File: src/rtl/act_pkg.sv
// ----------------------------------------------------------------------------
// act_pkg
// Shared constants, codes and types of the alarm clock timekeeper.
// ----------------------------------------------------------------------------
package act_pkg;

   localparam int ALARM_SLOTS_DEF = 8;

   // field widths
   localparam int MODE_W = 2;
   localparam int KEY_W  = 2;
   localparam int HOUR_W = 5;
   localparam int MIN_W  = 6;
   localparam int SEC_W  = 6;
   localparam int SLOT_W = 3;
   localparam int SUB_W  = 16;
   localparam int INC_W  = 8;
   localparam int RING_W = 16;
   localparam int SNZ_W  = 8;

   // configuration port
   localparam int CSR_AW = 3;
   localparam int CSR_DW = 16;

   localparam logic [CSR_AW-1:0] CSR_FRAC_INC   = 3'd0;
   localparam logic [CSR_AW-1:0] CSR_FRAC_MOD   = 3'd1;
   localparam logic [CSR_AW-1:0] CSR_FLASH_THR  = 3'd2;
   localparam logic [CSR_AW-1:0] CSR_RING_SEC   = 3'd3;
   localparam logic [CSR_AW-1:0] CSR_SNOOZE_SEC = 3'd4;

   localparam logic [INC_W-1:0]  FRAC_INC_RST   = 8'd12;
   localparam logic [SUB_W-1:0]  FRAC_MOD_RST   = 16'd16000;
   localparam logic [SUB_W-1:0]  FLASH_THR_RST  = 16'd4000;
   localparam logic [RING_W-1:0] RING_SEC_RST   = 16'd1800;
   localparam logic [SNZ_W-1:0]  SNOOZE_SEC_RST = 8'd255;

   // request modes
   localparam logic [MODE_W-1:0] MODE_TICK      = 2'd0;
   localparam logic [MODE_W-1:0] MODE_KEY       = 2'd1;
   localparam logic [MODE_W-1:0] MODE_SET_TIME  = 2'd2;
   localparam logic [MODE_W-1:0] MODE_SET_ALARM = 2'd3;

   // key codes
   localparam logic [KEY_W-1:0] KEY_NONE   = 2'd0;
   localparam logic [KEY_W-1:0] KEY_FIRST  = 2'd1;
   localparam logic [KEY_W-1:0] KEY_SECOND = 2'd2;

   // rollover limits, one bit wider than the counters
   localparam logic [SEC_W:0]  SEC_PER_MIN  = 7'd60;
   localparam logic [MIN_W:0]  MIN_PER_HOUR = 7'd60;
   localparam logic [HOUR_W:0] HOUR_PER_DAY = 6'd24;

   // one alarm slot as it moves between the control and the slot memory
   typedef struct packed {
      logic              vld;
      logic [HOUR_W-1:0] hour;
      logic [MIN_W-1:0]  minute;
   } act_slot_type;

endpackage

File: src/rtl/act_alarm_ram.sv
// ----------------------------------------------------------------------------
// act_alarm_ram
// Alarm slot memory: one write port, one read port with registered data.
// Valid bits sit in flops so reset empties every slot at once.
// ----------------------------------------------------------------------------
module act_alarm_ram
   import act_pkg::*;
#(
   parameter int ALARM_SLOTS = ALARM_SLOTS_DEF,
   parameter int SLOT_AW     = 3
) (
   input  logic               clock,
   input  logic               reset,
   input  logic               wr_en,
   input  logic [SLOT_AW-1:0] wr_addr,
   input  act_slot_type       wr_data,
   input  logic               rd_en,
   input  logic [SLOT_AW-1:0] rd_addr,
   output act_slot_type       rd_data
);

   logic [HOUR_W+MIN_W-1:0] mem [ALARM_SLOTS];
   logic [ALARM_SLOTS-1:0]  valid_ff;
   logic [ALARM_SLOTS-1:0]  valid_in;
   act_slot_type            rd_data_ff;

   always_comb begin
      valid_in = valid_ff;
      if (wr_en) begin
         valid_in[wr_addr] = wr_data.vld;
      end
   end

   always_ff @(posedge clock) begin
      if (reset) begin
         valid_ff <= '0;
      end else begin
         valid_ff <= valid_in;
      end
   end

   always_ff @(posedge clock) begin
      if (wr_en) begin
         mem[wr_addr] <= {wr_data.hour, wr_data.minute};
      end
   end

   always_ff @(posedge clock) begin
      if (rd_en) begin
         rd_data_ff.vld                  <= valid_ff[rd_addr];
         {rd_data_ff.hour, rd_data_ff.minute} <= mem[rd_addr];
      end
   end

   assign rd_data = rd_data_ff;

endmodule

File: config.mk
export PLATFORM = sky130hd
export DESIGN_NAME = act_alarm_ram
export DESIGN_NICKNAME = d
export VERILOG_FILES = /design/src/rtl/act_pkg.sv /design/src/rtl/act_alarm_ram.sv
export SDC_FILE = /design/constraint.sdc
export NUM_CORES = 1
export LEC_CHECK = 0
export ABC_CLOCK_PERIOD_IN_PS = 2320
export BUFFER_PORTS_ARGS = -buffer_cell sky130_fd_sc_hd__clkbuf_2
export CAP_MARGIN = 5
export CORE_ASPECT_RATIO = 0.7
export CORE_MARGIN = 1.5
export CORE_UTILIZATION = 40
export CTS_CLUSTER_SIZE = 20
export DETAILED_ROUTE_END_ITERATION = 8
export PLACE_DENSITY = 0.61
export SLEW_MARGIN = 20
export SYNTH_ARGS = -nofsm -noshare
export SYNTH_HDL_FRONTEND = slang
export SYNTH_SLANG_ARGS = --single-unit
export TNS_END_PERCENT = 20
File: constraint.sdc
create_clock -name clock -period 2.32 [get_ports clock]
set_input_delay 0.232 -clock clock [delete_from_list [all_inputs] [get_ports clock]]
set_output_delay 0.232 -clock clock [all_outputs]
set_load 0.01 [all_outputs]
; Yosys cells after proc, flatten, opt, wreduce, memory -nomap -nowiden
; Memory sizes are Yosys's and may differ from the RTL's. A register that Yosys moved wholly into a read port is not among the register bits.
; Cells that the tools add are included.
[totals]
regBits = 9
latchBits = 0
ram_bits = 88
mem_bits_ro = 0
in_bits = 22
out_inout_bits = 12
word_cells = 14
n_memories = 1
[classes]
n_addsub = 0
multipliers = 0
div = 0
order_cmp = 3
eq_ne = 0
n_shift = 0
muxes = 7
n_bitwise = 0
n_reduce_logical = 1
[mem_list]
columns = memory, depth, width, rd, rd_ports_with_merged_regs, wr, line_no
row1 = mem, 8, 11, 1, 1, 1, act_alarm_ram.sv:22  ; logic [HOUR_W+MIN_W-1:0] mem [ALARM_SLOTS];
[op_table]
columns = operator, n
row1 = $bwmux 8, 1
row2 = $lt 3x4->1 const B, 2
row3 = $mux 1, 4
row4 = $bmux 1 s3, 1
row5 = $demux 1 s3, 1
row6 = $ge 3x1->1 const B, 1
row7 = $logic_and 1x1->1, 1

; Longest topological paths before layout
; Gate-level depths: netlist (run 1).
[logic_depth]
depth_word = 5
depth_mapped = 4
mapped_depth_nobuf = 3

; Worst setup path before layout (run 1)
; No wires, ideal clock.
[synth_path]
kind = input -> register
start = input port wr_addr[0]
end = register valid_ff[0]
arrival_time_ns = 1.996
required_ns = 2.196
path_slack_ns = 0.200
cell_stages = 3
n_path_buf = 0
path_cell_list = nor4b_1 mux2i_1 nor2_1
[synth_via]
elab_chain_len = 5
elab_cells_between_ends = 6
cone_classes = order compare (2) / mux (3) / reduce/logical (1)
[synth_rtl]
columns = item, line_no
row1 = "start, declared", act_alarm_ram.sv:15  ; input logic [SLOT_AW-1:0] wr_addr,
row2 = $lt 3x4->1 (not written as such) / $ge 3x1->1 (equally long branches), act_alarm_ram.sv:30  ; valid_in[wr_addr] = wr_data.vld;
row3 = $logic_and 1x1->1 (not written as such), act_alarm_ram.sv:30
row4 = $mux 1 (not written as such), act_alarm_ram.sv:30
row5 = $demux 1 s3 (*), act_alarm_ram.sv:30
row6 = $bwmux 8 (*), act_alarm_ram.sv:30
row7 = "end signal, assigned", act_alarm_ram.sv:38  ; valid_ff <= valid_in;
row8 = "end, declared", act_alarm_ram.sv:23  ; logic [ALARM_SLOTS-1:0] valid_ff;
; Every way passes the cells marked *; elsewhere a longest branch is shown, timed or not.
; A chain may end at the register's enable or synchronous reset.

==> metrics.txt, run 1 <==
# TYPE chip_impl_metric gauge
chip_impl_metric{name="power.density_cell_area",unit="nW/um^2"} 811
chip_impl_metric{name="rr_worst_depth",unit=""} 2
chip_impl_info{name="timing.hold.worst.class",value="primary input to flip-flop"} 1
chip_impl_metric{name="post_route_ant_nets",unit=""} 0
chip_impl_metric{name="cts-resized-gates",unit=""} 0
chip_impl_info{name="worst-setup-path-type",value="flip-flop to flip-flop"} 1
chip_impl_metric{name="detailed_route_wire_length_on_metal_1",unit="um"} 2920
chip_impl_metric{name="insertion_delay_of_the_later_clocked_pin_in_the_worst_skew_pair",unit="ns"} 0.34
chip_impl_metric{name="crit_path_max_fanout",unit=""} 1
chip_impl_metric{name="multiInputGateArea",unit="um^2"} 953
chip_impl_metric{name="routed-via-count",unit=""} 1810
chip_impl_metric{name="syn_inst_count",unit=""} 181
chip_impl_metric{name="syn_area_per_cell",unit="um^2"} 23.1
chip_impl_metric{name="core_area",unit="um^2"} 10300
chip_impl_metric{name="tns",unit="ns"} 0
chip_impl_metric{name="global_route_wire_length_before_repair",unit="um"} 10100
chip_impl_info{name="critical_path.endpoint_type",value="flip-flop"} 1
chip_impl_metric{name="overflow_left_after_global_routing",unit=""} 0
chip_impl_metric{name="final_hold_viol_count",unit=""} 0
chip_impl_info{name="worst_r2r_startpoint",value="mem[3][6]$_DFFE_PP_"} 1
chip_impl_metric{name="max_clock_freq",unit="GHz"} 0.706
chip_impl_metric{name="period_minus_slack",unit="ns"} 1.42
chip_impl_info{name="ctsRootBufferMaster",value="sky130_fd_sc_hd__clkbuf_16"} 1
chip_impl_metric{name="routed-wl-met3",unit="um"} 424
chip_impl_info{name="top_signal_layer_used",value="met4"} 1
chip_impl_metric{name="grt_pass1_vias",unit=""} 1746
chip_impl_metric{name="post_synth_instance_area",unit="um^2"} 4180
chip_impl_metric{name="tritoncts_num_sinks",unit=""} 108
chip_impl_metric{name="worst-endpoint-arrival",unit="ns"} 1.50
chip_impl_metric{name="post_layout_nonfiller_instances",unit=""} 356
chip_impl_metric{name="area_growth_synth_to_finish",unit="%"} 14.3
chip_impl_metric{name="finalHoldWorstSlack",unit="ns"} 0.170
chip_impl_metric{name="cts-hold-fix-buffers",unit=""} 0
chip_impl_metric{name="route.detailed.wl_per_inst",unit="um"} 19.2
chip_impl_metric{name="die_w",unit="um"} 125
chip_impl_metric{name="clock-skew-final",unit="ns"} 0.00765
chip_impl_metric{name="grt_antenna_before_repair",unit=""} 0
chip_impl_info{name="layout.cells.most_common",value="sky130_fd_sc_hd__edfxtp_1"} 1
chip_impl_metric{name="fin_crit_sh",unit=""} 0.611
chip_impl_metric{name="firstDrtPassIters",unit=""} 4
chip_impl_metric{name="groute.usage.overall",unit=""} 0.132
chip_impl_metric{name="dpl.cell_count",unit=""} 340
chip_impl_metric{name="initial_standard_cell_utilization_of_the_core",unit=""} 0.407
chip_impl_metric{name="cts_setup_buffers",unit=""} 0
chip_impl_metric{name="routability_congestion_estimate",unit=""} 0.670
chip_impl_metric{name="finalNetCount",unit=""} 241
chip_impl_metric{name="maximum_number_of_pins_on_one_net_before_global_route_repair",unit=""} 25
chip_impl_metric{name="num_antenna_cells",unit=""} 0
chip_impl_metric{name="synth.yosys.seq_area_share",unit=""} 0.756
chip_impl_metric{name="io_pins",unit=""} 34
chip_impl_metric{name="cts_buffers",unit=""} 9
chip_impl_metric{name="peak_vdd_ir",unit="mV"} 0.483
chip_impl_metric{name="setup_viol",unit=""} 0
chip_impl_metric{name="yosys_register_bits",unit=""} 108
chip_impl_metric{name="pre_cts_ws",unit="ns"} 0.640
chip_impl_metric{name="cts_htree_levels",unit=""} 3
chip_impl_metric{name="drt_first_iter_violations",unit=""} 199
chip_impl_metric{name="floorplan.die_area",unit="um^2"} 11100
chip_impl_metric{name="ys_warn_count",unit=""} 0
chip_impl_metric{name="post_synth_num_cell_types",unit=""} 16
chip_impl_metric{name="worst_setup_hold_path_clk_slew",unit="ns"} 0.06
chip_impl_metric{name="postSynthNetCount",unit=""} 203
chip_impl_metric{name="maxSlewHeadroom",unit=""} 0.599
chip_impl_metric{name="cp.required",unit="ns"} 2.41
chip_impl_info{name="crit_end",value="rd_data[6]$_DFFE_PP_"} 1
chip_impl_metric{name="leakage",unit="uW"} 0.00169
chip_impl_metric{name="layout-drive-gt1-share",unit=""} 0.299
chip_impl_metric{name="cts.path.max_buffers",unit=""} 2
chip_impl_metric{name="worst-r2r-setup-slack",unit="ns"} 0.90
chip_impl_info{name="rsz0062_at_grt",value="no"} 1
chip_impl_metric{name="detail_route.vias_per_cell",unit=""} 5.08
chip_impl_metric{name="numPortBuffers",unit=""} 33
chip_impl_metric{name="drt_wl_total",unit="um"} 6820
chip_impl_info{name="cts_tree",value="done"} 1
chip_impl_info{name="crit_path_start",value="mem[3][6]$_DFFE_PP_"} 1
chip_impl_metric{name="post-route-worst-setup-slack",unit="ns"} 0.903
chip_impl_metric{name="dpl.hpwl",unit="um"} 3980
chip_impl_metric{name="chipHeight",unit="um"} 88.6
chip_impl_info{name="run_status",value="finished, final reports clean"} 1
chip_impl_metric{name="register_area",unit="um^2"} 3160
chip_impl_metric{name="detailroute.wirelength.met2",unit="um"} 3410
chip_impl_info{name="setup.worst_path.start_class",value="flip-flop"} 1
chip_impl_metric{name="timing_max_transition_violations_final",unit=""} 0
chip_impl_metric{name="final_routed_drc_violation_total",unit=""} 0
chip_impl_metric{name="fillers",unit=""} 843
chip_impl_info{name="reg2reg_to",value="rd_data[6]$_DFFE_PP_"} 1
chip_impl_metric{name="placement_rows",unit=""} 31
chip_impl_info{name="final_cell_mix",value="100 x sky130_fd_sc_hd__edfxtp_1, 33 x sky130_fd_sc_hd__clkbuf_2, 22 x sky130_fd_sc_hd__mux4_1"} 1
chip_impl_metric{name="cap_violations",unit=""} 0
chip_impl_metric{name="tightest_slew",unit="ns"} 0.600
[final cells by class]
| type | count | area share |
|---|---|---|
| inverters | 4 | 0.00314 |
| clock buffers | 10 | 0.0479 |
| multi-input cells | 60 | 0.199 |
| repair buffers | 36 | 0.0419 |
| flip-flops and latches | 108 | 0.662 |
| well taps | 132 | 0.0345 |
| clock inverters | 6 | 0.0115 |
[cell families after synthesis]
family                 share of synthesized area
and+or+nand+nor                           0.0260
buffers and inverters                     0.0176
DFF                                        0.756
muxes                                      0.200
[metal layers]
layer	GRT usage	up-vias
met2	0.216	58
met3	0.0484	5
li1	-	844
met1	0.164	903
met5	0	-
met4	0.0527	0
[cell usage after synthesis]
| cell type | number | area share |
|---|---|---|
| sky130_fd_sc_hd__buf_6 | 3 | 0.0081 |
| sky130_fd_sc_hd__buf_1 | 1 | 0.00090 |
| sky130_fd_sc_hd__nand4_1 | 1 | 0.0015 |
| sky130_fd_sc_hd__inv_1 | 4 | 0.0036 |
| sky130_fd_sc_hd__dfxtp_1 | 8 | 0.038 |
| sky130_fd_sc_hd__mux4_2 | 2 | 0.011 |
| sky130_fd_sc_hd__clkbuf_1 | 3 | 0.0027 |
| sky130_fd_sc_hd__edfxtp_1 | 100 | 0.72 |
| sky130_fd_sc_hd__mux4_1 | 22 | 0.14 |
| sky130_fd_sc_hd__nand4b_1 | 3 | 0.0063 |
| sky130_fd_sc_hd__nor2_1 | 8 | 0.0072 |
| sky130_fd_sc_hd__mux2_2 | 12 | 0.032 |
| sky130_fd_sc_hd__buf_2 | 2 | 0.0024 |
| sky130_fd_sc_hd__and4bb_2 | 3 | 0.0090 |
| sky130_fd_sc_hd__mux2i_1 | 8 | 0.019 |
| sky130_fd_sc_hd__nor4b_1 | 1 | 0.0021 |
[sequential cells by signal (all words and copies together) (netlist names)]
name      count
valid_ff      8
rd_data      12
mem          88
[critical path: stages, from the launching register on]
cell	delay, ns
sky130_fd_sc_hd__edfxtp_1	0.37
sky130_fd_sc_hd__mux4_1	0.52
sky130_fd_sc_hd__mux2_2	0.27
[stage by stage]
step | util | total power (uW) | instance area (um^2)
after floorplan | - | 2380 | 4180
after global placement | 0.437 | 2470 | 4500
after detailed placement | 0.437 | 2480 | 4500
after CTS | 0.465 | 3920 | 4780
after global routing | 0.465 | 4030 | 4780
final | 0.465 | 3880 | 4780
[where the power goes]
part | internal, uW | switching (uW) | total [uW]
sequential | 2200 | 16.3 | 2220
combinational | 99.5 | 108 | 208
clock | 825 | 626 | 1450
total | 3130 | 751 | 3880
[worst min path at each step]
stage	cells after the start	endpoint	startpoint	slack, ns
after global routing	2	valid_ff[3]$_SDFFE_PP0P_	reset	0.17
after detailed placement	2	valid_ff[0]$_SDFFE_PP0P_	valid_ff[0]$_SDFFE_PP0P_	0.49
after global placement	2	valid_ff[4]$_SDFFE_PP0P_	valid_ff[4]$_SDFFE_PP0P_	0.47
after CTS	1	mem[4][2]$_DFFE_PP_	wr_data[2]	0.16
final	2	valid_ff[3]$_SDFFE_PP0P_	reset	0.17
after floorplan	0	mem[0][0]$_DFFE_PP_	wr_data[0]	0.33
No activity file was read; power rests on OpenSTA's default activity.
==> run 2: changes to the inputs <==
--- a/config.mk
+++ b/config.mk
@@ -5,7 +5,7 @@
 export SDC_FILE = /design/constraint.sdc
 export NUM_CORES = 1
 export LEC_CHECK = 0
-export ABC_CLOCK_PERIOD_IN_PS = 2320
+export ABC_CLOCK_PERIOD_IN_PS = 1200
 export BUFFER_PORTS_ARGS = -buffer_cell sky130_fd_sc_hd__clkbuf_2
 export CAP_MARGIN = 5
 export CORE_ASPECT_RATIO = 0.7
@@ -13,7 +13,7 @@
 export CORE_UTILIZATION = 40
 export CTS_CLUSTER_SIZE = 20
 export DETAILED_ROUTE_END_ITERATION = 8
-export PLACE_DENSITY = 0.61
+export PLACE_DENSITY = 0.63
 export SLEW_MARGIN = 20
 export SYNTH_ARGS = -nofsm -noshare
 export SYNTH_HDL_FRONTEND = slang
==> constraint.sdc (replaced) <==
create_clock -name clock -period 1.2 [get_ports clock]
set_input_delay 0.12 -clock clock [delete_from_list [all_inputs] [get_ports clock]]
set_output_delay 0.12 -clock clock [all_outputs]
set_load 0.01 [all_outputs]
==> run 2 against run 1 <==
  * The flow now finishes with violations (negative setup slack)
  * Sequential cell count unchanged
  * Final cell count increased by 6.2%
  * Combinational power increased to 2.5 times the previous value
  * Critical endpoint is now rd_data[7]$_DFFE_PP_
  * Largest cell class unchanged
==> metrics.txt, run 2 (same netlist as run 1, synthesis figures left out) <==
# TYPE chip_impl_metric gauge
chip_impl_info{name="cts_tree",value="done"} 1
chip_impl_info{name="setup.worst_path.start_class",value="flip-flop"} 1
chip_impl_metric{name="clock-skew-final",unit="ns"} 0.00762
chip_impl_metric{name="layout-drive-gt1-share",unit=""} 0.467
chip_impl_metric{name="max_clock_freq",unit="GHz"} 0.721
chip_impl_metric{name="finalHoldWorstSlack",unit="ns"} 0.0393
chip_impl_info{name="final_cell_mix",value="100 x sky130_fd_sc_hd__edfxtp_1, 33 x sky130_fd_sc_hd__clkbuf_2, 24 x sky130_fd_sc_hd__mux4_2"} 1
chip_impl_metric{name="fillers",unit=""} 825
chip_impl_metric{name="routability_congestion_estimate",unit=""} 0.703
chip_impl_metric{name="period_minus_slack",unit="ns"} 1.39
chip_impl_metric{name="cell_internal_pwr",unit="uW"} 6360
chip_impl_metric{name="rr_worst_depth",unit=""} 2
chip_impl_metric{name="cts_setup_buffers",unit=""} 0
chip_impl_metric{name="num_antenna_cells",unit=""} 0
chip_impl_metric{name="leakage",unit="uW"} 0.00179
chip_impl_metric{name="firstDrtPassIters",unit=""} 4
chip_impl_metric{name="cts_htree_levels",unit=""} 3
chip_impl_info{name="ctsRootBufferMaster",value="sky130_fd_sc_hd__clkbuf_16"} 1
chip_impl_metric{name="worst_setup_hold_path_clk_slew",unit="ns"} 0.07
chip_impl_metric{name="p_switching",unit="uW"} 1560
chip_impl_metric{name="dpl.hpwl",unit="um"} 4840
chip_impl_metric{name="fin_crit_sh",unit=""} 1.16
chip_impl_metric{name="initial_standard_cell_utilization_of_the_core",unit=""} 0.407
chip_impl_metric{name="power.density_cell_area",unit="nW/um^2"} 1560
chip_impl_info{name="crit_end",value="rd_data[7]$_DFFE_PP_"} 1
chip_impl_metric{name="overflow_left_after_global_routing",unit=""} 0
chip_impl_metric{name="cap_violations",unit=""} 0
chip_impl_metric{name="worst-r2r-setup-slack",unit="ns"} -0.19
chip_impl_metric{name="post_route_ant_nets",unit=""} 0
chip_impl_info{name="layout.cells.most_common",value="sky130_fd_sc_hd__edfxtp_1"} 1
chip_impl_metric{name="routed-via-count",unit=""} 1923
chip_impl_metric{name="finalNetCount",unit=""} 263
chip_impl_info{name="worst_r2r_startpoint",value="mem[0][7]$_DFFE_PP_"} 1
chip_impl_metric{name="detail_route.vias_per_cell",unit=""} 5.09
chip_impl_metric{name="post-route-worst-setup-slack",unit="ns"} -0.186
chip_impl_metric{name="die_w",unit="um"} 125
chip_impl_metric{name="floorplan.die_area",unit="um^2"} 11100
chip_impl_metric{name="dpl-instance-area",unit="um^2"} 4750
chip_impl_metric{name="drt_first_iter_violations",unit=""} 140
chip_impl_metric{name="maxSlewHeadroom",unit=""} 0.718
chip_impl_metric{name="largest_reg_flops",unit=""} 88
chip_impl_metric{name="switching_share",unit=""} 0.197
chip_impl_metric{name="cts-hold-fix-buffers",unit=""} 0
chip_impl_metric{name="final_hold_viol_count",unit=""} 0
chip_impl_info{name="critical_path.endpoint_type",value="flip-flop"} 1
chip_impl_metric{name="grt_antenna_before_repair",unit=""} 0
chip_impl_metric{name="grt_pass1_vias",unit=""} 1963
chip_impl_metric{name="timing_max_transition_violations_final",unit=""} 0
chip_impl_info{name="timing.hold.worst.class",value="primary input to flip-flop"} 1
chip_impl_metric{name="crit_path_max_fanout",unit=""} 1
chip_impl_info{name="run_status",value="finished, violations left"} 1
chip_impl_info{name="violations",value="negative setup slack"} 1
chip_impl_metric{name="stdcell_area",unit="um^2"} 5080
chip_impl_metric{name="tritoncts_num_sinks",unit=""} 108
chip_impl_metric{name="numPortBuffers",unit=""} 33
chip_impl_metric{name="placement_rows",unit=""} 31
chip_impl_metric{name="insertion_delay_of_the_later_clocked_pin_in_the_worst_skew_pair",unit="ns"} 0.35
chip_impl_metric{name="p_seq_frac",unit=""} 0.542
chip_impl_metric{name="chipHeight",unit="um"} 88.6
chip_impl_metric{name="peak_vdd_ir",unit="mV"} 0.809
chip_impl_metric{name="drt_wl_total",unit="um"} 7490
chip_impl_metric{name="p_clk_frac",unit=""} 0.391
chip_impl_metric{name="post_layout_nonfiller_instances",unit=""} 378
chip_impl_metric{name="combPwrFrac",unit=""} 0.066
chip_impl_info{name="crit_path_start",value="mem[0][7]$_DFFE_PP_"} 1
chip_impl_info{name="worst-setup-path-type",value="flip-flop to flip-flop"} 1
chip_impl_metric{name="setup_viol",unit=""} 12
chip_impl_metric{name="io_pins",unit=""} 34
chip_impl_metric{name="area_growth_synth_to_finish",unit="%"} 21.5
chip_impl_metric{name="core_area",unit="um^2"} 10300
chip_impl_info{name="rsz0062_at_grt",value="yes"} 1
chip_impl_metric{name="cts.path.max_buffers",unit=""} 2
chip_impl_metric{name="dpl.cell_count",unit=""} 362
chip_impl_metric{name="tightest_slew",unit="ns"} 0.423
chip_impl_metric{name="worst-endpoint-arrival",unit="ns"} 1.48
chip_impl_metric{name="cts_buffers",unit=""} 9
chip_impl_info{name="reg2reg_to",value="rd_data[7]$_DFFE_PP_"} 1
chip_impl_metric{name="groute.usage.overall",unit=""} 0.148
chip_impl_metric{name="route.detailed.wl_per_inst",unit="um"} 19.8
chip_impl_metric{name="cp.required",unit="ns"} 1.30
chip_impl_metric{name="maximum_number_of_pins_on_one_net_before_global_route_repair",unit=""} 18
chip_impl_metric{name="global_route_wire_length_before_repair",unit="um"} 11400
chip_impl_metric{name="final_routed_drc_violation_total",unit=""} 0
chip_impl_metric{name="finalCoreUtilization",unit=""} 0.495
chip_impl_info{name="max_flop_register",value="mem"} 1
-- run 2: cell types whose count changed in the layout (fill, tap and decap cells not counted), moves of 2 or more --
cell                         previous run  this run
sky130_fd_sc_hd__mux4_1                22         0
sky130_fd_sc_hd__mux4_2                 2        24
sky130_fd_sc_hd__buf_12                 1        13
sky130_fd_sc_hd__buf_4                  2        12
sky130_fd_sc_hd__mux2_2                12         5
sky130_fd_sc_hd__mux2_4                 0         7
sky130_fd_sc_hd__clkinvlp_4             1         3
sky130_fd_sc_hd__dfxtp_1                8         6
sky130_fd_sc_hd__dfxtp_2                0         2
-- run 2: final cells by class --
class / count / area (um^2) / share of cell area
flip-flops and latches: 108 / 3170 / 0.623
well taps: 132 / 165 / 0.0325
multi-input cells: 60 / 906 / 0.178
clock inverters: 7 / 91.3 / 0.0180
inverters: 4 / 15.0 / 0.00295
repair buffers: 58 / 515 / 0.101
clock buffers: 9 / 225 / 0.0443
-- run 2: worst min path at each step --
stage | startpoint | end | slack (ns) | cells past startpoint
CTS | reset | valid_ff[1]$_SDFFE_PP0P_ | 0.03 | 2
detailed placement | wr_data[7] | mem[6][7]$_DFFE_PP_ | 0.41 | 1
global route | wr_data[7] | mem[6][7]$_DFFE_PP_ | 0.05 | 1
floorplan | wr_data[0] | mem[0][0]$_DFFE_PP_ | 0.22 | 0
global placement | wr_data[7] | mem[6][7]$_DFFE_PP_ | 0.40 | 1
finish | reset | valid_ff[7]$_SDFFE_PP0P_ | 0.04 | 2
-- run 2: timing repair --
action | in CTS | in global routing
gates resized for setup | 9 | 4
pin swaps | 0 | 0
endpoints found under the setup margin | 12 | 12
hold endpoints to repair | 0 | 0
-- run 2: layer usage --
| layer | wire length, um | vias to the layer above | global-route usage |
|---|---|---|---|
| met1 | 3570 | 1006 | 0.202 |
| li1 | - | 868 | - |
| met5 | 0 | - | 0 |
| met3 | 381 | 6 | 0.0611 |
| met4 | 53 | 0 | 0.0279 |
| met2 | 3490 | 43 | 0.227 |
-- run 2: worst max-delay path: stages (launching register included) --
cell and delay [ns]:
sky130_fd_sc_hd__edfxtp_1 0.39, sky130_fd_sc_hd__mux4_2 0.47, sky130_fd_sc_hd__mux2_4 0.28
-- run 2: metrics by stage --
stage	setup TNS [ns]	worst slack (ns)	total power, uW
6_report	-1.81	-0.186	7920
5_1_grt	-2.13	-0.213	8180
4_1_cts	-1.84	-0.181	7980
3_5_place_dp	-4.00	-0.375	4900
3_3_place_gp	-3.84	-0.352	4880
2_1_floorplan	-2.21	-0.184	4630
-- run 2: power by group through the flow --
| stage | logic (uW) | registers, uW | clock network, uW |
|---|---|---|---|
| floorplan | 245 | 4380 | 0 |
| global placement | 506 | 4380 | 0 |
| detailed placement | 514 | 4380 | 0 |
| CTS | 526 | 4300 | 3160 |
| global route | 567 | 4310 | 3310 |
| finish | 525 | 4300 | 3100 |
